===== config.mk =====
export PLATFORM = sky130hd
export DESIGN_NAME = adpcm_two_tap_frame_decoder
export DESIGN_NICKNAME = d
export VERILOG_FILES = /design/src/rtl/core/acd_pkg.sv /design/src/rtl/core/acd_cfg.sv /design/src/rtl/core/acd_front.sv /design/src/rtl/core/acd_back.sv /design/src/rtl/core/adpcm_two_tap_frame_decoder.sv
export SDC_FILE = /design/constraint.sdc
export NUM_CORES = 2
export LEC_CHECK = 0
export ABC_AREA = 1
export BUFFER_PORTS_ARGS = -buffer_cell sky130_fd_sc_hd__buf_2
export CORE_MARGIN = 2
export CORE_UTILIZATION = 30
export CTS_CLUSTER_DIAMETER = 60
export DETAILED_ROUTE_END_ITERATION = 6
export PLACE_DENSITY = 0.49
export SLEW_MARGIN = 20
export SYNTH_ARGS = -nofsm -noshare
export SYNTH_HDL_FRONTEND = slang
export SYNTH_HIERARCHICAL = 1
export SYNTH_SLANG_ARGS = --single-unit

===== constraint.sdc =====
create_clock -name clk -period 11 [get_ports clk]
set_input_delay 1.65 -clock clk [delete_from_list [all_inputs] [get_ports clk]]
set_output_delay 1.65 -clock clk [all_outputs]
set_load 0.01 [all_outputs]

===== src/rtl/core/acd_pkg.sv =====
// shared types and constants of the two-tap adpcm frame decoder
package acd_pkg;

	// samples held in one frame
	localparam int SAMPLES_PER_FRAME = 14;
	localparam logic [3:0] FRAME_SAMPLES = 4'(SAMPLES_PER_FRAME);

	// frame layout
	localparam int NIB_BITS = 4 * SAMPLES_PER_FRAME;

	// queue between front and back
	localparam int QUEUE_DEPTH = 2;

	// clip limits of one pcm sample
	localparam logic signed [23:0] PCM_MAX = 24'sd32767;
	localparam logic signed [23:0] PCM_MIN = -24'sd32768;

	// configuration register indexes
	localparam logic [2:0] REG_COEF_WORD_0     = 3'd0;
	localparam logic [2:0] REG_COEF_WORD_1     = 3'd1;
	localparam logic [2:0] REG_COEF_WORD_2     = 3'd2;
	localparam logic [2:0] REG_COEF_WORD_3     = 3'd3;
	localparam logic [2:0] REG_START_HIST_NEWER = 3'd4;
	localparam logic [2:0] REG_START_HIST_OLDER = 3'd5;

	// configuration as seen by front and back
	typedef struct packed {
		logic [3:0][63:0]   coef_word;
		logic signed [15:0] start_hist_newer;
		logic signed [15:0] start_hist_older;
	} acd_cfg_t;

	// one classified frame waiting for the back end
	typedef struct packed {
		logic [NIB_BITS-1:0] nibbles;
		logic [3:0]          exponent;
		logic signed [15:0]  c1;
		logic signed [15:0]  c2;
		logic [3:0]          total;
		logic                emit;
		logic                restart;
	} acd_job_t;

endpackage


===== src/rtl/core/acd_cfg.sv =====
// configuration register file of the adpcm frame decoder
module acd_cfg (
	input  logic              clk,
	input  logic              arst_n,
	input  logic              cfg_valid,
	output logic              cfg_ready,
	input  logic [2:0]        cfg_index,
	input  logic [63:0]       cfg_data,
	output acd_pkg::acd_cfg_t cfg
);

	acd_pkg::acd_cfg_t cfg_q;

	// writes are always taken
	assign cfg_ready = 1'b1;

	// register writes, indexes beyond the list are dropped
	always_ff @(posedge clk or negedge arst_n) begin
		if (!arst_n) begin
			cfg_q <= '0;
		end else if (cfg_valid) begin
			case (cfg_index)
				acd_pkg::REG_COEF_WORD_0: begin
					cfg_q.coef_word[0] <= cfg_data;
				end
				acd_pkg::REG_COEF_WORD_1: begin
					cfg_q.coef_word[1] <= cfg_data;
				end
				acd_pkg::REG_COEF_WORD_2: begin
					cfg_q.coef_word[2] <= cfg_data;
				end
				acd_pkg::REG_COEF_WORD_3: begin
					cfg_q.coef_word[3] <= cfg_data;
				end
				acd_pkg::REG_START_HIST_NEWER: begin
					cfg_q.start_hist_newer <= cfg_data[15:0];
				end
				acd_pkg::REG_START_HIST_OLDER: begin
					cfg_q.start_hist_older <= cfg_data[15:0];
				end
				default: begin
				end
			endcase
		end
	end

	assign cfg = cfg_q;

endmodule


===== src/rtl/core/acd_front.sv =====
// front end: takes frame items, picks the coefficient pair and queues jobs
module acd_front (
	input  logic              clk,
	input  logic              arst_n,
	input  acd_pkg::acd_cfg_t cfg,
	input  logic              s_tvalid,
	output logic              s_tready,
	input  logic [63:0]       frame_bytes,
	input  logic [3:0]        sample_count,
	input  logic              discard,
	input  logic              restart,
	output logic              job_valid,
	output acd_pkg::acd_job_t job,
	input  logic              job_pop
);

	acd_pkg::acd_job_t queue_q [acd_pkg::QUEUE_DEPTH];
	logic              wr_ptr_q;
	logic              rd_ptr_q;
	logic [1:0]        fill_q;
	acd_pkg::acd_job_t new_job;
	logic [2:0]        pair_idx;
	logic [63:0]       pair_word;
	logic              push;

	// classify the incoming item
	always_comb begin
		pair_idx  = frame_bytes[62:60];
		pair_word = cfg.coef_word[pair_idx[2:1]];
		new_job.nibbles  = frame_bytes[acd_pkg::NIB_BITS-1:0];
		new_job.exponent = frame_bytes[59:56];
		new_job.c1       = pair_idx[0] ? pair_word[47:32] : pair_word[15:0];
		new_job.c2       = pair_idx[0] ? pair_word[63:48] : pair_word[31:16];
		new_job.emit     = !discard;
		new_job.restart  = restart;
		if (discard || sample_count > acd_pkg::FRAME_SAMPLES) begin
			new_job.total = acd_pkg::FRAME_SAMPLES;
		end else begin
			new_job.total = sample_count;
		end
	end

	assign s_tready  = (fill_q != 2'(acd_pkg::QUEUE_DEPTH));
	assign push      = s_tvalid && s_tready;
	assign job_valid = (fill_q != 2'd0);
	assign job       = queue_q[rd_ptr_q];

	// queue storage
	always_ff @(posedge clk) begin
		if (push) begin
			queue_q[wr_ptr_q] <= new_job;
		end
	end

	// queue pointers and fill level
	always_ff @(posedge clk or negedge arst_n) begin
		if (!arst_n) begin
			wr_ptr_q <= 1'b0;
			rd_ptr_q <= 1'b0;
			fill_q   <= 2'd0;
		end else begin
			if (push) begin
				wr_ptr_q <= !wr_ptr_q;
			end
			if (job_pop) begin
				rd_ptr_q <= !rd_ptr_q;
			end
			if (push && !job_pop) begin
				fill_q <= fill_q + 2'd1;
			end else if (job_pop && !push) begin
				fill_q <= fill_q - 2'd1;
			end
		end
	end

endmodule


===== src/rtl/core/acd_back.sv =====
// back end: sample sequencer with two-tap prediction and output register
module acd_back (
	input  logic              clk,
	input  logic              arst_n,
	input  acd_pkg::acd_cfg_t cfg,
	input  logic              job_valid,
	input  acd_pkg::acd_job_t job,
	output logic              job_pop,
	output logic              m_tvalid,
	input  logic              m_tready,
	output logic [15:0]       pcm_sample,
	output logic              last
);

	typedef enum logic [2:0] {
		ST_IDLE = 3'b001,
		ST_MUL  = 3'b010,
		ST_ACC  = 3'b100
	} state_t;

	state_t                      state_q;
	logic signed [15:0]          hist_newer_q;
	logic signed [15:0]          hist_older_q;
	logic [acd_pkg::NIB_BITS-1:0] nib_q;
	logic [3:0]                  exp_q;
	logic signed [15:0]          c1_q;
	logic signed [15:0]          c2_q;
	logic [3:0]                  left_q;
	logic                        emit_q;
	logic signed [31:0]          p1_s1;
	logic signed [31:0]          p2_s1;
	logic                        out_valid_q;
	logic [15:0]                 out_sample_q;
	logic                        out_last_q;

	logic signed [32:0] pred_sum;
	logic signed [21:0] pred;
	logic signed [18:0] step;
	logic signed [23:0] raw;
	logic signed [15:0] sample;
	logic               advance;

	assign job_pop = (state_q == ST_IDLE) && job_valid;

	// prediction, scaled nibble and clip
	always_comb begin
		pred_sum = {p1_s1[31], p1_s1} + {p2_s1[31], p2_s1};
		pred     = pred_sum[32:11];
		step     = {{15{nib_q[acd_pkg::NIB_BITS-1]}},
			nib_q[acd_pkg::NIB_BITS-1 -: 4]} << exp_q;
		raw      = {{2{pred[21]}}, pred} + {{5{step[18]}}, step};
		if (raw > acd_pkg::PCM_MAX) begin
			sample = 16'sd32767;
		end else if (raw < acd_pkg::PCM_MIN) begin
			sample = -16'sd32768;
		end else begin
			sample = raw[15:0];
		end
	end

	// a sample retires when its result has room in the output register, or when its frame is discarded
	assign advance = (state_q == ST_ACC) && (!emit_q || !out_valid_q || m_tready);

	// sequencer and history
	always_ff @(posedge clk or negedge arst_n) begin
		if (!arst_n) begin
			state_q      <= ST_IDLE;
			hist_newer_q <= '0;
			hist_older_q <= '0;
			left_q       <= '0;
			emit_q       <= 1'b0;
		end else begin
			case (state_q)
				ST_IDLE: begin
					if (job_valid) begin
						if (job.restart) begin
							hist_newer_q <= cfg.start_hist_newer;
							hist_older_q <= cfg.start_hist_older;
						end
						left_q <= job.total;
						emit_q <= job.emit;
						if (job.total != 4'd0) begin
							state_q <= ST_MUL;
						end
					end
				end
				ST_MUL: begin
					state_q <= ST_ACC;
				end
				ST_ACC: begin
					if (advance) begin
						hist_older_q <= hist_newer_q;
						hist_newer_q <= sample;
						left_q       <= left_q - 4'd1;
						state_q      <= (left_q == 4'd1) ? ST_IDLE : ST_MUL;
					end
				end
				default: begin
					state_q <= ST_IDLE;
				end
			endcase
		end
	end

	// job payload and products
	always_ff @(posedge clk) begin
		if (job_pop) begin
			nib_q <= job.nibbles;
			exp_q <= job.exponent;
			c1_q  <= job.c1;
			c2_q  <= job.c2;
		end else if (advance) begin
			nib_q <= {nib_q[acd_pkg::NIB_BITS-5:0], 4'd0};
		end
		if (state_q == ST_MUL) begin
			p1_s1 <= hist_newer_q * c1_q;
			p2_s1 <= hist_older_q * c2_q;
		end
	end

	// output register
	always_ff @(posedge clk or negedge arst_n) begin
		if (!arst_n) begin
			out_valid_q <= 1'b0;
		end else if (advance && emit_q) begin
			out_valid_q <= 1'b1;
		end else if (m_tready) begin
			out_valid_q <= 1'b0;
		end
	end

	always_ff @(posedge clk) begin
		if (advance && emit_q) begin
			out_sample_q <= sample;
			out_last_q   <= (left_q == 4'd1);
		end
	end

	assign m_tvalid   = out_valid_q;
	assign pcm_sample = out_sample_q;
	assign last       = out_last_q;

`ifndef SYNTH
	// a running job always has samples left
	assert property (@(posedge clk) disable iff (!arst_n)
		(state_q != ST_IDLE) |-> (left_q != 4'd0))
		else $error("acd_back: running job with no samples left");

	// a product stage is always followed by its accumulate stage
	assert property (@(posedge clk) disable iff (!arst_n)
		(state_q == ST_MUL) |=> (state_q == ST_ACC))
		else $error("acd_back: multiply not followed by accumulate");

	// a result is never overwritten while it waits to be taken
	assert property (@(posedge clk) disable iff (!arst_n)
		(out_valid_q && !m_tready) |-> !(advance && emit_q))
		else $error("acd_back: pending result overwritten");

	// the final sample of a frame leaves the sequencer idle
	assert property (@(posedge clk) disable iff (!arst_n)
		(advance && left_q == 4'd1) |=> (state_q == ST_IDLE))
		else $error("acd_back: sequencer busy after last sample");
`endif

endmodule


===== src/rtl/core/adpcm_two_tap_frame_decoder.sv =====
// Top level of the two-tap adpcm frame decoder.
// Each sample passes a product stage, then accumulate and clip, as the history
// feedback loop through the multipliers sets the pace.
// A discarded frame still steps through all of its samples to advance the history.
// Results pass the job queue, product and accumulate stages to the output register;
// a two-entry job queue lets items be accepted while a frame is decoding.
// Asynchronous active-low reset clears configuration, history, queue and control.
module adpcm_two_tap_frame_decoder (
	input  logic        clk,
	input  logic        arst_n,
	input  logic        s_tvalid,
	output logic        s_tready,
	input  logic [71:0] s_tdata,   // [63:0] frame_bytes, [67:64] sample_count, zero pad
	input  logic [1:0]  s_tuser,   // [0] discard, [1] restart
	output logic        m_tvalid,
	input  logic        m_tready,
	output logic [15:0] m_tdata,   // [15:0] pcm_sample
	output logic        m_tlast,
	input  logic        cfg_valid,
	output logic        cfg_ready,
	input  logic [2:0]  cfg_index,
	input  logic [63:0] cfg_data
);

	acd_pkg::acd_cfg_t cfg;
	acd_pkg::acd_job_t job;
	logic              job_valid;
	logic              job_pop;

	// configuration registers
	acd_cfg u_cfg (
		.clk       (clk),
		.arst_n    (arst_n),
		.cfg_valid (cfg_valid),
		.cfg_ready (cfg_ready),
		.cfg_index (cfg_index),
		.cfg_data  (cfg_data),
		.cfg       (cfg)
	);

	// item intake and job queue
	acd_front u_front (
		.clk          (clk),
		.arst_n       (arst_n),
		.cfg          (cfg),
		.s_tvalid     (s_tvalid),
		.s_tready     (s_tready),
		.frame_bytes  (s_tdata[63:0]),
		.sample_count (s_tdata[67:64]),
		.discard      (s_tuser[0]),
		.restart      (s_tuser[1]),
		.job_valid    (job_valid),
		.job          (job),
		.job_pop      (job_pop)
	);

	// sample decoding
	acd_back u_back (
		.clk        (clk),
		.arst_n     (arst_n),
		.cfg        (cfg),
		.job_valid  (job_valid),
		.job        (job),
		.job_pop    (job_pop),
		.m_tvalid   (m_tvalid),
		.m_tready   (m_tready),
		.pcm_sample (m_tdata),
		.last       (m_tlast)
	);

endmodule


==> tab_implementation.tex <==
\begin{tabular}{lr}
\hline
Metric & Value \\
\hline
\multicolumn{2}{l}{\textbf{Setup path}} \\
Launch point of the critical path & u\_back/c1\_q[1] \\
Crit-path max FO & 16 \\
RR Startpoint & u\_back/c1\_q[1] \\
Critical path capture point type & flop \\
Signal arrival time at the worst endpoint & 7.36 ns \\
Category of the most critical setup path & flop to flop \\
Startpoint type of the worst setup path & flop \\
Required time of the worst setup path & 11.41 ns \\
\multicolumn{2}{l}{\textbf{Clock tree}} \\
Post-CTS Setup Inserts & 0 \\
Cts bufs inserted & 84 \\
Number of clock sinks & 702 \\
Buffer cell driving the clock tree root & sky130\_fd\_sc\_hd\_\_clkbuf\_16 \\
Clock tree from TritonCTS & yes \\
PostCTS Resize Cnt & 0 \\
Max Root-Sink Buffers & 3 \\
Source-to-sink clock delay at the later pin of the worst-skew pair & 0.69 ns \\
Clk slew on worst S/H paths & 0.06 ns \\
CTS hold repair buffers & 0 \\
H-tree levels & 3 \\
\multicolumn{2}{l}{\textbf{Min path}} \\
Worst hold path type & flop to flop \\
Launch instance of the worst min-delay path & u\_cfg/cfg[147] \\
\multicolumn{2}{l}{\textbf{Placed design}} \\
HPWL after DPL & 105,000 microns \\
Post-Place Setup Slack & 4.09 ns \\
Gpl congestion & 0.867 \\
Port Buffers & 159 \\
Post-placement cell count & 8,531 \\
\multicolumn{2}{l}{\textbf{Drt}} \\
Detail-routed via count per cell & 4.54 \\
Initial detailed-routing violation count & 2,446 \\
DR vias & 39,400 \\
Post-detailed-routing wire length & 149,000 microns \\
Wirelength per Cell & 17.1 microns \\
Number of search-and-repair iterations in the first detailed-routing pass & 7 \\
Post-detailed-route DRC marker count & 2 \\
Antenna-violating nets left & 0 \\
\multicolumn{2}{l}{\textbf{Logic synthesis}} \\
Per-instance average area after synthesis & 8.58 sq um \\
Post-synth EDFFs & 369 \\
XOR/XNOR Fraction of Synth Area & 1.85\% \\
Main flop type after synthesis & sky130\_fd\_sc\_hd\_\_edfxtp\_1 \\
Leading post-synthesis cells by instance count & sky130\_fd\_sc\_hd\_\_nand2\_1, sky130\_fd\_sc\_hd\_\_inv\_1, sky130\_fd\_sc\_hd\_\_fa\_1 \\
Proportion of synthesized flip-flops having asynchronous set or reset & 47.4\% \\
Cell area after technology mapping & 53,800 sq um \\
Total of flip-flops plus latches after synthesis & 702 \\
Post-synthesis cell count & 6,269 \\
Syn\_nets & 7,160 \\
Main combinational cell family by area after synthesis & adder cells \\
Share of the synthesized area in the top cell type & 20.6\% \\
Simple-gate portion of the synthesized area & 20.8\% \\
Count of different cell masters after synthesis & 56 \\
Dominant cells by area after synthesis & sky130\_fd\_sc\_hd\_\_edfxtp\_1, sky130\_fd\_sc\_hd\_\_fa\_1, sky130\_fd\_sc\_hd\_\_dfrtp\_1 \\
Synth Area in Compound Gates & 3.18\% \\
Share of cell area taken by muxes after synthesis & 2.05\% \\
Proportion of synthesized chip area in sequential cells & 36.1\% \\
Most common cell in the netlist & sky130\_fd\_sc\_hd\_\_nand2\_1 \\
Post-synthesis cell type with the largest combined area & sky130\_fd\_sc\_hd\_\_edfxtp\_1 \\
Share of synthesized cell area in full adder, half adder and majority cells & 24.7\% \\
Number of warnings printed during yosys synthesis & 6 \\
\multicolumn{2}{l}{\textbf{STA}} \\
Minimum period implied by the final worst setup slack & 6.96 ns \\
Final max-slew violation count & 0 \\
Unrepaired setup endpoints after global routing & no \\
Worst-case headroom to the max-slew limit & 24.8\% \\
Worst path setup slack after routing & 4.04 ns \\
Worst-margin pin slew & 1.13 ns \\
Final count of hold timing violations & 0 \\
Worst setup skew after layout & 0.0357 ns \\
Maximum achievable frequency & 144 MHz \\
Total negative setup slack & 0 ns \\
Number of setup violations in the final report & 0 \\
Final critical-path share of the clock period & 63.3\% \\
\multicolumn{2}{l}{\textbf{Finish}} \\
Nets & 7,153 \\
Growth of design area from synthesis to finish & 10.4\% \\
Count of placed standard cells in the final layout, fillers left out & 8,694 \\
Share of final-layout standard cells stronger than drive strength 1 & 8.10\% \\
\multicolumn{2}{l}{\textbf{Global route}} \\
Wire length of the first global-routing pass & 235,000 microns \\
Gr usage total & 16.5\% \\
Pin count of the biggest net entering global routing & 197 \\
Number of global-route vias before repair & 40,500 \\
Overall overflow remaining after global route & 0 \\
Antenna violations before repair & 18 \\
\multicolumn{2}{l}{\textbf{Job}} \\
Total of max-cap violations & 0 \\
\multicolumn{2}{l}{\textbf{Floorplanning}} \\
I/O pin count & 166 \\
Core area & 178,000 sq um \\
Initial standard-cell utilization of the core & 30.2\% \\
Die Ht & 427 microns \\
Number of cell rows & 155 \\
Floorplan die area & 183,000 sq um \\
Chip width & 427 microns \\
\multicolumn{2}{l}{\textbf{Outcome}} \\
Result of the run & finished, violations left \\
Violations in the final reports & DRC \\
\hline
\end{tabular}
-- kinds of logic (layout without fill, tap and decap cells) --
logic type / after synthesis / count (layout)
fa+ha+maj: 745 / 745
flops: 702 / 702
compound gates: 298 / 298
xor+xnor: 113 / 113
simple gates: 2771 / 2771
other cells: 1 / 7
mux: 98 / 98
buf+inv: 1541 / 1605
-- worst paths after layout --
path,cells past startpoint,slack [ns],endpoint
max,21,4.04,u_back/p1_s1[29]
min,2,0.47,u_cfg/cfg[147]
max reg2reg,21,4.04,u_back/p1_s1[29]
min reg2reg,2,0.47,u_cfg/cfg[147]
max in group asynchronous,3,7.72,u_back/hist_newer_q[6]
min in group asynchronous,1,1.01,u_cfg/cfg[252]
-- through the flow --
stage | hold WS, ns | area, sq um | util (%)
2_1_floorplan | 0.437 | 53800 | -
3_3_place_gp | 0.453 | 56500 | 31.7
3_5_place_dp | 0.458 | 56500 | 31.7
4_1_cts | 0.472 | 59400 | 33.3
5_1_grt | 0.481 | 59400 | 33.3
6_report | 0.468 | 59400 | 33.3
-- routing by layer --
metal	global-route usage, %	share of wire, %
met3	2.49	4.8
met2	28.6	50
met5	0	0.12
met4	3.62	1.8
met1	21.7	44
-- critical path, cell delays in order, from the launching register on --
cell                       delay [ns]
sky130_fd_sc_hd__edfxtp_1        0.92
sky130_fd_sc_hd__nand2_1         0.22
sky130_fd_sc_hd__inv_1           0.19
sky130_fd_sc_hd__fa_1            0.52
sky130_fd_sc_hd__fa_1            0.89
sky130_fd_sc_hd__inv_1           0.12
sky130_fd_sc_hd__fa_1            0.49
sky130_fd_sc_hd__inv_1           0.05
sky130_fd_sc_hd__fa_1            0.52
sky130_fd_sc_hd__inv_1           0.05
sky130_fd_sc_hd__fa_1            0.47
sky130_fd_sc_hd__inv_1           0.05
sky130_fd_sc_hd__fa_1            0.43
sky130_fd_sc_hd__ha_1            0.38
sky130_fd_sc_hd__nand2_1         0.13
sky130_fd_sc_hd__nor4_1          0.43
sky130_fd_sc_hd__o211ai_1        0.18
sky130_fd_sc_hd__nand3_1         0.17
sky130_fd_sc_hd__nand2_1         0.06
sky130_fd_sc_hd__nand2_1         0.10
sky130_fd_sc_hd__a31oi_1         0.10
sky130_fd_sc_hd__xor2_1          0.16
-- flip-flops by register name, indices dropped and copies added (netlist names), 2 cells and up --
name / cells
u_back/exp_q: 4
u_back/c1_q: 16
u_back/state_q: 3
u_back/p1_s1: 32
u_back/hist_older_q: 16
u_cfg/cfg: 288
u_back/left_q: 4
u_back/pcm_sample: 16
u_front/fill_q: 2
u_back/c2_q: 16
u_back/p2_s1: 32
u_back/hist_newer_q: 16
u_back/nib_q: 56
u_front/queue_q: 196
-- final cells by class --
| cell class | count | area (sq um) |
|---|---|---|
| Clock buffer | 94 | 2170 |
| Antenna cell | 6 | 15.0 |
| Fill cell | 18600 | 119000 |
| Inverter | 1248 | 4700 |
| Clock inverter | 63 | 694 |
| Multi-Input combinational cell | 4026 | 28300 |
| Tap cell | 2355 | 2950 |
| Sequential cell | 702 | 19400 |
| Timing Repair Buffer | 200 | 1130 |
-- cell usage in the layout (no fill, tap or decap), drive strengths merged, types with 2 or more instances in the layout --
cell type	instances
fa	525
buf	200
nand2	2145
diode	6
clkbuf	94
mux2	98
a21o	14
nand3	400
clkinv	38
or2	4
edfxtp	369
xor2	66
a21boi	2
o21bai	15
nor2	170
inv	1259
bufinv	9
xnor2	47
nand4	19
dfrtp	332
a31oi	17
o211ai	17
nor4	11
o21ai	85
nor3	18
a22oi	2
o2111ai	2
a21oi	126
o21a	7
clkinvlp	5
nand3b	4
ha	220
Power is left out: the tool's default activity adds up to more than one toggle a clock period on the data nets, which glitch-free logic cannot reach.
